### src/hw/rtl/mvla_pkg.sv
// ----------------------------------------------------------------------------
// mvla_pkg
// shared types, codes and defaults for the manhattan voronoi area block
// ----------------------------------------------------------------------------
`default_nettype none

package mvla_pkg;

    // default sizes
    localparam int MAX_SEEDS_DEF = 64;
    localparam int MAX_GRID_DEF  = 1024;

    // fixed field widths
    localparam int SEED_W   = 10;
    localparam int CFG_W    = 11;
    localparam int AREA_W   = 21;
    localparam int STATUS_W = 2;

    localparam logic [CFG_W-1:0]  GRID_RST = CFG_W'(512);
    localparam logic [AREA_W-1:0] AREA_MAX = {AREA_W{1'b1}};

    // function codes
    localparam logic FUNC_LOAD = 1'b0;
    localparam logic FUNC_RUN  = 1'b1;

    // status codes
    localparam logic [STATUS_W-1:0] STS_STORED  = 2'd0;
    localparam logic [STATUS_W-1:0] STS_FULL    = 2'd1;
    localparam logic [STATUS_W-1:0] STS_OUTSIDE = 2'd2;
    localparam logic [STATUS_W-1:0] STS_DONE    = 2'd3;

    typedef struct packed {
        logic              func;
        logic [SEED_W-1:0] seed_x;
        logic [SEED_W-1:0] seed_y;
    } t_in_item;

    typedef struct packed {
        logic [STATUS_W-1:0] status;
        logic [AREA_W-1:0]   peak_area;
    } t_out_item;

    typedef enum logic [2:0] {
        ST_IDLE,
        ST_SCAN,
        ST_UPD_RD,
        ST_UPD_WR,
        ST_ADV,
        ST_FIND,
        ST_DONE
    } t_state;

endpackage

`default_nettype wire

### src/hw/rtl/mvla_ram.sv
// ----------------------------------------------------------------------------
// mvla_ram
// generic single write port ram with one registered read port
// ----------------------------------------------------------------------------
`default_nettype none

module mvla_ram #(
    parameter int WIDTH = 8,
    parameter int DEPTH = 64
) (
    input  wire                      i_clk,
    input  wire                      i_we,
    input  wire  [$clog2(DEPTH)-1:0] i_waddr,
    input  wire  [WIDTH-1:0]         i_wdata,
    input  wire  [$clog2(DEPTH)-1:0] i_raddr,
    output logic [WIDTH-1:0]         o_rdata
);

    logic [WIDTH-1:0] r_mem [DEPTH];

    always_ff @(posedge i_clk) begin
        if (i_we) begin
            r_mem[i_waddr] <= i_wdata;
        end
        o_rdata <= r_mem[i_raddr];
    end

endmodule

`default_nettype wire

### src/hw/rtl/manhattan_voronoi_largest_finite_area.sv
// ----------------------------------------------------------------------------
// manhattan_voronoi_largest_finite_area
// labels a square grid by nearest seed (manhattan distance) and reports the
// largest region that does not touch the grid border
// ----------------------------------------------------------------------------
//
//  channel   direction  handshake                payload
//  -------   ---------  -----------------------  ----------------------------
//  in        sink       i_in_valid / o_in_stall  t_in_item  (func, seed x, y)
//  out       source     o_out_valid / i_out_stall t_out_item (status, area)
//  cfg       sink       i_cfg_we                 grid size, 11 bits
//
//  a seed load is answered from the output register
//  in a run every cell reads the seed ram once per seed, then does a
//  read-modify-write of the area ram unless it is tied between seeds;
//  a final sweep of the area ram picks the largest finite one, and a run
//  with no seeds goes straight to its result
//  synchronous active-low reset clears the seed count, state and output valid
//  input is stalled while a run is in progress or the result cannot be placed
// ----------------------------------------------------------------------------
`default_nettype none

module manhattan_voronoi_largest_finite_area #(
    parameter int MAX_SEEDS = mvla_pkg::MAX_SEEDS_DEF,
    parameter int MAX_GRID  = mvla_pkg::MAX_GRID_DEF
) (
    input  wire                        i_clk,
    input  wire                        i_rst_n,
    // input transactions
    input  wire                        i_in_valid,
    input  wire  mvla_pkg::t_in_item   i_in_data,
    output logic                       o_in_stall,
    // result transactions
    output logic                       o_out_valid,
    output mvla_pkg::t_out_item        o_out_data,
    input  wire                        i_out_stall,
    // configuration
    input  wire                        i_cfg_we,
    input  wire  [mvla_pkg::CFG_W-1:0] i_cfg_data
);

    import mvla_pkg::*;

    // seed index, seed count, grid coordinate and distance widths
    localparam int SW  = $clog2(MAX_SEEDS);
    localparam int SCW = $clog2(MAX_SEEDS + 1);
    localparam int CW  = $clog2(MAX_GRID);
    localparam int XW  = (CW > SEED_W) ? CW : SEED_W;
    localparam int DW  = XW + 1;
    localparam int GW  = ((CW + 1) > CFG_W) ? (CW + 1) : CFG_W;
    localparam int AW1 = AREA_W + 1;

    localparam logic [GW-1:0]  GRID_MIN = GW'(2);
    localparam logic [GW-1:0]  GRID_TOP = GW'(MAX_GRID);
    localparam logic [SCW-1:0] CNT_FULL = SCW'(MAX_SEEDS);

    // control state
    t_state          r_state, n_state;
    logic [CFG_W-1:0] r_grid;
    logic [SCW-1:0]  r_cnt, n_cnt;
    logic [SCW-1:0]  r_sidx, n_sidx;
    logic            r_pv, n_pv;
    logic [MAX_SEEDS-1:0] r_av, n_av;
    logic            r_out_vld, n_out_vld;

    // datapath state
    logic [SW-1:0]   r_pidx, n_pidx;
    logic [CW-1:0]   r_x, n_x;
    logic [CW-1:0]   r_y, n_y;
    logic [CW-1:0]   r_nm1, n_nm1;
    logic [DW-1:0]   r_min, n_min;
    logic [SW-1:0]   r_owner, n_owner;
    logic            r_tie, n_tie;
    logic            r_rv, n_rv;
    logic [AREA_W-1:0] r_best, n_best;
    t_out_item       r_out, n_out;

    // ram ports
    logic                  seed_we;
    logic [SW-1:0]         seed_waddr;
    logic [2*SEED_W-1:0]   seed_wdata;
    logic [2*SEED_W-1:0]   seed_rdata;
    logic                  area_we;
    logic [AW1-1:0]        area_wdata;
    logic [SW-1:0]         area_raddr;
    logic [AW1-1:0]        area_rdata;

    // handshakes
    logic in_acc;
    logic out_free;

    // effective grid size, clamped to the legal range
    logic [GW-1:0]  grid_ext;
    logic [GW-1:0]  grid_eff;
    logic [GW-1:0]  grid_m1;

    // per-seed distance
    logic [XW-1:0]  sx, sy, cx, cy, dx, dy;
    logic [DW-1:0]  seed_dist;
    logic [SCW-1:0] cnt_m1;
    logic           issue;
    logic           last_rd;
    logic           on_edge;
    logic           last_cell;
    logic [AREA_W-1:0] cur_area;
    logic              cur_border;

    assign out_free   = !r_out_vld || !i_out_stall;
    assign o_in_stall = !((r_state == ST_IDLE) && out_free);
    assign in_acc     = i_in_valid && !o_in_stall;
    assign o_out_valid = r_out_vld;
    assign o_out_data  = r_out;

    always_comb begin
        grid_ext = GW'(r_grid);
        if (grid_ext < GRID_MIN) begin
            grid_eff = GRID_MIN;
        end else if (grid_ext > GRID_TOP) begin
            grid_eff = GRID_TOP;
        end else begin
            grid_eff = grid_ext;
        end
        grid_m1 = grid_eff - GW'(1);
    end

    // distance from the current cell to the seed just read
    always_comb begin
        sx   = XW'(seed_rdata[SEED_W-1:0]);
        sy   = XW'(seed_rdata[2*SEED_W-1:SEED_W]);
        cx   = XW'(r_x);
        cy   = XW'(r_y);
        dx   = (cx > sx) ? (cx - sx) : (sx - cx);
        dy   = (cy > sy) ? (cy - sy) : (sy - cy);
        seed_dist = DW'(dx) + DW'(dy);
    end

    assign cnt_m1     = r_cnt - SCW'(1);
    assign issue      = (r_sidx != r_cnt);
    assign last_rd    = r_pv && (r_pidx == cnt_m1[SW-1:0]);
    assign on_edge    = (r_x == '0) || (r_y == '0) || (r_x == r_nm1) || (r_y == r_nm1);
    assign last_cell  = (r_x == r_nm1) && (r_y == r_nm1);
    assign cur_area   = r_rv ? area_rdata[AREA_W-1:0] : '0;
    assign cur_border = r_rv ? area_rdata[AREA_W] : 1'b0;

    // next state
    always_comb begin
        n_state = r_state;
        unique case (r_state)
            ST_IDLE: begin
                if (in_acc && (i_in_data.func == FUNC_RUN)) begin
                    n_state = (r_cnt == '0) ? ST_DONE : ST_SCAN;
                end
            end
            ST_SCAN: begin
                if (last_rd) begin
                    n_state = ST_UPD_RD;
                end
            end
            ST_UPD_RD: begin
                n_state = r_tie ? ST_ADV : ST_UPD_WR;
            end
            ST_UPD_WR: begin
                n_state = ST_ADV;
            end
            ST_ADV: begin
                n_state = last_cell ? ST_FIND : ST_SCAN;
            end
            ST_FIND: begin
                if (last_rd) begin
                    n_state = ST_DONE;
                end
            end
            ST_DONE: begin
                if (out_free) begin
                    n_state = ST_IDLE;
                end
            end
            default: begin
                n_state = ST_IDLE;
            end
        endcase
    end

    // datapath and ram control
    always_comb begin
        n_cnt     = r_cnt;
        n_sidx    = r_sidx;
        n_pv      = 1'b0;
        n_pidx    = r_sidx[SW-1:0];
        n_av      = r_av;
        n_out_vld = r_out_vld && i_out_stall;
        n_out     = r_out;
        n_x       = r_x;
        n_y       = r_y;
        n_nm1     = r_nm1;
        n_min     = r_min;
        n_owner   = r_owner;
        n_tie     = r_tie;
        n_rv      = r_rv;
        n_best    = r_best;

        seed_we    = 1'b0;
        seed_waddr = r_cnt[SW-1:0];
        seed_wdata = {i_in_data.seed_y, i_in_data.seed_x};
        area_we    = 1'b0;
        area_wdata = {cur_border | on_edge,
                      (cur_area == AREA_MAX) ? cur_area : cur_area + AREA_W'(1)};
        area_raddr = (r_state == ST_UPD_RD) ? r_owner : r_sidx[SW-1:0];

        unique case (r_state)
            ST_IDLE: begin
                n_sidx = '0;
                if (in_acc) begin
                    if (i_in_data.func == FUNC_RUN) begin
                        // fresh run: every area entry reads as zero
                        n_av   = '0;
                        n_x    = '0;
                        n_y    = '0;
                        n_nm1  = grid_m1[CW-1:0];
                        n_best = '0;
                    end else begin
                        n_out_vld       = 1'b1;
                        n_out.peak_area = '0;
                        if (r_cnt == CNT_FULL) begin
                            n_out.status = STS_FULL;
                        end else if ((GW'(i_in_data.seed_x) >= grid_eff) ||
                                     (GW'(i_in_data.seed_y) >= grid_eff)) begin
                            n_out.status = STS_OUTSIDE;
                        end else begin
                            n_out.status = STS_STORED;
                            seed_we      = 1'b1;
                            n_cnt        = r_cnt + SCW'(1);
                        end
                    end
                end
            end
            ST_SCAN: begin
                if (issue) begin
                    n_pv   = 1'b1;
                    n_sidx = r_sidx + SCW'(1);
                end
                if (r_pv) begin
                    if ((r_pidx == '0) || (seed_dist < r_min)) begin
                        n_min   = seed_dist;
                        n_owner = r_pidx;
                        n_tie   = 1'b0;
                    end else if (seed_dist == r_min) begin
                        n_tie = 1'b1;
                    end
                end
            end
            ST_UPD_RD: begin
                n_rv = r_av[r_owner];
            end
            ST_UPD_WR: begin
                area_we        = 1'b1;
                n_av[r_owner]  = 1'b1;
            end
            ST_ADV: begin
                n_sidx = '0;
                if (r_x == r_nm1) begin
                    n_x = '0;
                    n_y = r_y + CW'(1);
                end else begin
                    n_x = r_x + CW'(1);
                end
            end
            ST_FIND: begin
                if (issue) begin
                    n_pv   = 1'b1;
                    n_sidx = r_sidx + SCW'(1);
                    n_rv   = r_av[r_sidx[SW-1:0]];
                end
                if (r_pv && !cur_border && (cur_area > r_best)) begin
                    n_best = cur_area;
                end
            end
            ST_DONE: begin
                if (out_free) begin
                    n_out_vld       = 1'b1;
                    n_out.status    = STS_DONE;
                    n_out.peak_area = r_best;
                    n_cnt           = '0;
                end
            end
            default: begin
                n_sidx = '0;
            end
        endcase
    end

    // control registers
    always_ff @(posedge i_clk) begin
        if (!i_rst_n) begin
            r_state   <= ST_IDLE;
            r_grid    <= GRID_RST;
            r_cnt     <= '0;
            r_sidx    <= '0;
            r_pv      <= 1'b0;
            r_av      <= '0;
            r_out_vld <= 1'b0;
        end else begin
            r_state   <= n_state;
            r_cnt     <= n_cnt;
            r_sidx    <= n_sidx;
            r_pv      <= n_pv;
            r_av      <= n_av;
            r_out_vld <= n_out_vld;
            if (i_cfg_we) begin
                r_grid <= i_cfg_data;
            end
        end
    end

    // payload registers
    always_ff @(posedge i_clk) begin
        r_pidx  <= n_pidx;
        r_x     <= n_x;
        r_y     <= n_y;
        r_nm1   <= n_nm1;
        r_min   <= n_min;
        r_owner <= n_owner;
        r_tie   <= n_tie;
        r_rv    <= n_rv;
        r_best  <= n_best;
        r_out   <= n_out;
    end

    // seed store: row in the upper half, column in the lower half
    mvla_ram #(
        .WIDTH (2 * SEED_W),
        .DEPTH (MAX_SEEDS)
    ) u_seed_ram (
        .i_clk   (i_clk),
        .i_we    (seed_we),
        .i_waddr (seed_waddr),
        .i_wdata (seed_wdata),
        .i_raddr (r_sidx[SW-1:0]),
        .o_rdata (seed_rdata)
    );

    // per-seed area count with the border flag on top
    mvla_ram #(
        .WIDTH (AW1),
        .DEPTH (MAX_SEEDS)
    ) u_area_ram (
        .i_clk   (i_clk),
        .i_we    (area_we),
        .i_waddr (r_owner),
        .i_wdata (area_wdata),
        .i_raddr (area_raddr),
        .o_rdata (area_rdata)
    );

endmodule

`default_nettype wire
### config.mk
export PLATFORM = sky130hd
export DESIGN_NAME = manhattan_voronoi_largest_finite_area
export DESIGN_NICKNAME = d
export VERILOG_FILES = /design/src/hw/rtl/mvla_pkg.sv /design/src/hw/rtl/mvla_ram.sv /design/src/hw/rtl/manhattan_voronoi_largest_finite_area.sv
export SDC_FILE = /design/constraint.sdc
export NUM_CORES = 2
export LEC_CHECK = 0
export BUFFER_PORTS_ARGS = -buffer_cell sky130_fd_sc_hd__buf_2
export CAP_MARGIN = 20
export CORE_MARGIN = 8
export CORE_UTILIZATION = 45
export DETAILED_ROUTE_END_ITERATION = 10
export GPL_ROUTABILITY_DRIVEN = 0
export PLACE_DENSITY_LB_ADDON = 0.2
export SLEW_MARGIN = 20
export SYNTH_ARGS = -nofsm -noshare
export SYNTH_HDL_FRONTEND = slang
export SYNTH_SLANG_ARGS = --single-unit
### constraint.sdc
create_clock -name i_clk -period 10.3 [get_ports i_clk]
set_input_delay 1.545 -clock i_clk [delete_from_list [all_inputs] [get_ports i_clk]]
set_output_delay 1.545 -clock i_clk [all_outputs]
set_load 0.005 [all_outputs]
* After elaboration in Yosys (flattened, before gate mapping)
Memories as Yosys holds them, arrays and structs flattened. A register that Yosys moved wholly into a read port is not among the register bits. Index checks and enable logic that the tools add are counted.
Operators by class: add/sub/neg operators 12, order comparisons 11, eq/ne operators 26, multiplexer cells 67, bitwise logic cells 3, reduce and logical (&&, ||, !) cells 45
Operators by type and width (count):
- $mux 64 | 2
- $pmux 64 s2 | 1
- $mux 21 | 5
- $mux 23 | 3
- $or 64x64->64 | 1
- $mux 10 | 6
- $pmux 23 s2 | 1
- $mux 7 | 6
- $pmux 21 s2 | 1
- $pmux 10 s2 | 2
- $sub 10x10->10 | 4
- $pmux 7 s2 | 2
- $ge 10x11->1 | 2
- $mux 11 | 2
- $ne 2x2->1 const B | 11
- $add 21x1->21 const B | 1
- $eq 21x21->1 const B | 1
- $gt 21x21->1 | 1
- $mux 3 | 7
- $pmux 3 s7 | 1
- $add 10x1->10 const B | 2
- $eq 10x10->1 | 2
- $gt 10x10->1 | 2
- $logic_not 10->1 | 2
- other kinds (38) | 96
Word-level totals: register bits 193, bits in writable memories 2688, bits of input ports 37, output and inout bits 25, word-level logic and storage cells 184, memories kept 2
Memories:
- u_area_ram.r_mem | depth 64, width 22, read ports 1, clocked after memory_dff 1, wr ports 1, RTL line mvla_ram.sv:19 | logic [WIDTH-1:0] r_mem [DEPTH];
- u_seed_ram.r_mem | depth 64, width 20, read ports 1, clocked after memory_dff 1, wr ports 1, RTL line mvla_ram.sv:19

* Logic depth before layout (Yosys ltp)
word-level depth 12, mapped depth 26, mapped depth without buffers 25

* By module
A second synthesis with hierarchy kept.
Unflattened totals: cells, all modules 5988, area total of the unflattened synthesis 116788.3 sq um
By module, submodules not included:
- mvla_ram at u_area_ram | instances 1, cells an instance 2349, area each 54260.8 sq um, seq. area each 42721.0 sq um
- mvla_ram at u_seed_ram | instances 1, cells an instance 2243, area each 49495.0 sq um, seq. area each 38837.2 sq um
- manhattan_voronoi_largest_finite_area | instances 1, cells an instance 1396, area each 13032.5 sq um, seq. area each 4794.6 sq um

* Least setup slack after synthesis
No wires, ideal clock.
kind register to register, from register r_y[0], in the netlist cy[0], to register r_min[0], enable pin, library setup time 390 ps, data arrival time 5671 ps, data required time 9910 ps, setup slack 4238 ps, cell stages (with the launch flop) 26, buffers on the path 1, period minus slack after synthesis 6062 ps, path through edfxtp_1 inv_1 ha_1 fa_1 nand3b_1 a21oi_1 nor3_1 o31ai_2 clkbuf_1 nor2_1 a21oi_1 ha_1 a21o_1 a21oi_1 o21ai_0 a21oi_1 o21ai_0 a21o_1 a21oi_1 xnor2_1 ha_1 o21a_1 o32ai_1 nor2_1 a21o_1 nor2_1
Between the ends: cells in the longest elaborated chain, start to end 6, elaborated cells on any way between the ends 8, classes of those cells 3 x add/sub; 2 x order compare; 1 x mux; 2 x reduce/logical
RTL lines:
- start: declaration | RTL line manhattan_voronoi_largest_finite_area.sv:69 | logic [CW-1:0] r_y, n_y;
- start signal: assignment | RTL line manhattan_voronoi_largest_finite_area.sv:319 | r_y <= n_y;
- $sub 10x10->10 / $gt 10x10->1 (equally long branches) | RTL line manhattan_voronoi_largest_finite_area.sv:133 | dy = (cy > sy) ? (cy - sy) : (sy - cy);
- $mux 10 (*) | RTL line manhattan_voronoi_largest_finite_area.sv:133
- $add 10x10->11 (*) | RTL line manhattan_voronoi_largest_finite_area.sv:134 | seed_dist = DW'(dx) + DW'(dy);
- net seed_dist[9] | RTL line manhattan_voronoi_largest_finite_area.sv:99 | logic [DW-1:0] seed_dist;
- $lt 11x11->1 (*) | RTL line manhattan_voronoi_largest_finite_area.sv:243 | if ((r_pidx == '0) || (seed_dist < r_min)) begin
- $logic_or 1x1->1 (*) | RTL line manhattan_voronoi_largest_finite_area.sv:243
- $reduce_and 3->1 (no source line) (*)
- end signal: assignment | RTL line manhattan_voronoi_largest_finite_area.sv:321 | r_min <= n_min;
- end: declaration | RTL line manhattan_voronoi_largest_finite_area.sv:71 | logic [DW-1:0] r_min, n_min;
The timed path passes the listed nets; every way through them passes the cells marked *. A chain may end at the register's enable or synchronous reset.

* Worst setup path after layout
from register r_x[0], in the netlist cx[0], to register r_min[3], enable pin
Between the ends: cells in the longest elaborated chain, start to end 6, elaborated cells on any way between the ends 8, classes of those cells 3 x add/sub; 2 x order compare; 1 x mux; 2 x reduce/logical
RTL lines:
- start: declaration | RTL line manhattan_voronoi_largest_finite_area.sv:68 | logic [CW-1:0] r_x, n_x;
- start signal: assignment | RTL line manhattan_voronoi_largest_finite_area.sv:318 | r_x <= n_x;
- $sub 10x10->10 / $gt 10x10->1 (equally long branches) | RTL line manhattan_voronoi_largest_finite_area.sv:132 | dx = (cx > sx) ? (cx - sx) : (sx - cx);
- $mux 10 (*) | RTL line manhattan_voronoi_largest_finite_area.sv:132
- $add 10x10->11 (*) | RTL line manhattan_voronoi_largest_finite_area.sv:134
- net seed_dist[9] | RTL line manhattan_voronoi_largest_finite_area.sv:99
- $lt 11x11->1 (*) | RTL line manhattan_voronoi_largest_finite_area.sv:243
- $logic_or 1x1->1 (*) | RTL line manhattan_voronoi_largest_finite_area.sv:243
- $reduce_and 3->1 (no source line) (*)
Marked as above.

==> results.cfg <==
[run_status]
status = completed

[grt]
grt_pass1_wl_um = 448000
grtUsageMet1 = 0.302
grt_pass1_vias = 61600
grtUsageMet2 = 0.367
antenna_found_initial = 13
grt_usage = 0.220
met3_usage = 0.0333
overflow = 0
grt_max_degree = 171
top_usage_layer = met2

[floorplan]
dieWidth_um = 526
fp.dieH_um = 526
die-area_mm2 = 0.277
design.core.area_mm2 = 0.259
io_pins = 62
core.rowCount = 187
start_util = 0.452

[final_layout]
drive_above_1_share = 0.209
nFillCells = 20900
mostFrequentLayoutCells = edfxtp_1, nand2_1, mux4_2
nets = 7157
area_growth_pct = 13.2
mostFrequentLayoutCell = edfxtp_1
finalInstanceArea_mm2 = 0.132
seq_area_mm2 = 0.0864
multi_input_area_mm2 = 0.0294

[setup_path]
r2r_start = cx[0]
reg2regPathDepth = 25
crit_path_start_kind = flop
rrSetupSlack_ps = 4060
critical_path.max_fanout = 17
critPathRequiredTime_ps = 10870
r2r_end = r_min[3]
critical_path.startpoint = cx[0]
crit_end = r_min[3]
worstPathArrival_ps = 6800
critPathCaptureType = flop
crit_type = flop to flop

[synth]
ys.flop_type = edfxtp_1
synth_edf_count = 2781
yosysWarnings = 0
synth-seq-cells = 2923
syn_area_mm2 = 0.117
avgSynthCellArea_um2 = 17.2
async_flop_share = 0
syn_nets = 6940
synth_cell_types = 73
seq_area_frac_synth = 0.738
syn-instance-count = 6789

[clock_network]
cts_tree = yes
cts_max_level = 5
cts_setup_buffers = 0
path_clk_slew_ps = 60
cts_root_buf = clkbuf_16
cts_hold_buf = 0
cts.repair.resized = 0
cts_buffer_depth = 4
cts_num_sinks = 2923
clk_latency_ps = 1000
cts_inserted_buffers = 319

[sta]
fin_crit_ps = 6240
rsz0062_at_grt = no
setup_viol = 0
fin_skew_ps = 114
fin_tns_setup_ps = 0
hold_viol_final = 0
max_slew_margin = 0.222
fmax_mhz = 160
slew_viol_final = 0
finalCritPeriodShare = 0.606
tightest_slew_ps = 1160

[drt]
ant_nets = 0
drcViolationCount = 0
first_pass_iters = 8
avgRoutedWirePerCell_um = 29.4
drt-initial-drc-count = 6673
viasPerCell = 5.92
routed_wl_um = 312000
num_vias = 63000

[min_path]
hold_path_class = flop to flop

[power]
power.total_mw = 29.8
ir_drop_uv = 177
power_leakage_nw = 42.9
pwr_density_cell_mw_per_mm2 = 225

[placement]
placed_area_mm2 = 0.122
hpwl_um = 186000
port_buffers = 61

[run]
maxCapViolations = 0
## metal layers
metal / vias up / wire length [µm]
li1: 27000 / -
met1: 33000 / 128000
met2: 2438 / 154000
met3: 497 / 20300
met4: 8 / 9890
met5: - / 48
## cell type report
| type | count | area share |
|---|---|---|
| inverters | 125 | 0.00354 |
| repair buffers | 276 | 0.0158 |
| multi-input cells | 3361 | 0.222 |
| clock inverters | 157 | 0.0104 |
| well taps | 3402 | 0.0321 |
| diodes | 8 | 0.000151 |
| flip-flops and latches | 2923 | 0.652 |
| clock buffers | 391 | 0.0640 |
## through the flow
stage / util / worst slack, ps / hold slack [ps] / cells
finish: 0.511 / 4060 / 493 / 10600
global route: 0.511 / 3490 / 515 / 10600
CTS: 0.511 / 3880 / 493 / 10600
detailed placement: 0.473 / 3380 / 479 / 10100
global placement: 0.472 / 3350 / 469 / 10100
floorplan: - / 4240 / 329 / 6789
## how the worst min path moves through the flow
stage                          from         to  slack [ps]  depth (start not counted)
after CTS                  r_av[50]   r_av[50]         490                          2
after detailed placement   r_av[30]   r_av[30]         480                          2
after global placement     r_av[50]   r_av[50]         470                          2
after floorplan           r_sidx[2]  r_pidx[2]         330                          0
final                      r_av[30]   r_av[30]         490                          2
after global routing       r_av[50]   r_av[50]         520                          2
## state kept, by name, indices dropped and copies added (netlist names)
name,cells
u_area_ram.r_mem,1408
u_seed_ram.r_mem,1280
r_av,64
o_out_data,23
u_area_ram.o_rdata,22
r_best,21
u_seed_ram.o_rdata,20
grid_ext,11
r_min,11
cx,10
cy,10
r_nm1,10
r_cnt,7
r_sidx,7
r_owner,6
r_pidx,6
r_state,3
o_out_valid,1
r_pv,1
r_rv,1
r_tie,1
## worst max-delay path, stage by stage (launching register included)
cell and delay (ps):
edfxtp_1 480, inv_1 100, ha_1 220, fa_1 400, nor2b_1 170, o31a_1 200
o211ai_1 180, a21oi_1 780, nor2_1 80, a21oi_1 220, ha_1 270, a21o_1 180
a21oi_1 230, o21ai_0 110, a21oi_1 220, o21ai_0 180, a21o_1 210, a21oi_1 160
xnor2_1 170, ha_1 290, o21a_1 190, o32ai_1 180, nor2_1 90, a21o_1 210
nor2_1 100, buf_4 260
## synthesized netlist by cell type (all sizes together) (23+ instances only)
cell | instances | area [µm²]
nor3 | 25 | 125
o21ai | 86 | 430
nand3 | 296 | 1480
clkbuf | 230 | 863
xnor2 | 63 | 552
xor2 | 34 | 298
ha | 109 | 1360
mux2i | 28 | 280
a21oi | 238 | 1190
nor4 | 32 | 206
a21o | 26 | 195
nor2b | 23 | 144
edfxtp | 2781 | 83500
nand4 | 56 | 350
a311oi | 91 | 797
mux4 | 617 | 13900
nand2 | 986 | 3700
dfxtp | 142 | 2840
buf | 150 | 701
nor2 | 335 | 1260
inv | 124 | 465
and3 | 107 | 674
## power by group
group / switching, mW / internal [mW] / leakage (nW) / total (mW)
Sequential: 0.160 / 13.7 / 26.4 / 13.9
Clock: 4.50 / 6.39 / 4.81 / 10.9
Combinational: 3.47 / 1.61 / 11.7 / 5.08
## cell families after synthesis
| family | Yosys count | synth area share |
|---|---|---|
| compound gates | 566 | 0.0307 |
| xor+xnor | 97 | 0.00726 |
| fa+ha+maj | 114 | 0.0125 |
| buf+inv | 505 | 0.0174 |
| flops | 2923 | 0.738 |
| mux | 651 | 0.122 |
| simple gates | 1933 | 0.0723 |
Note: power is estimated with default switching activity, not from simulation.
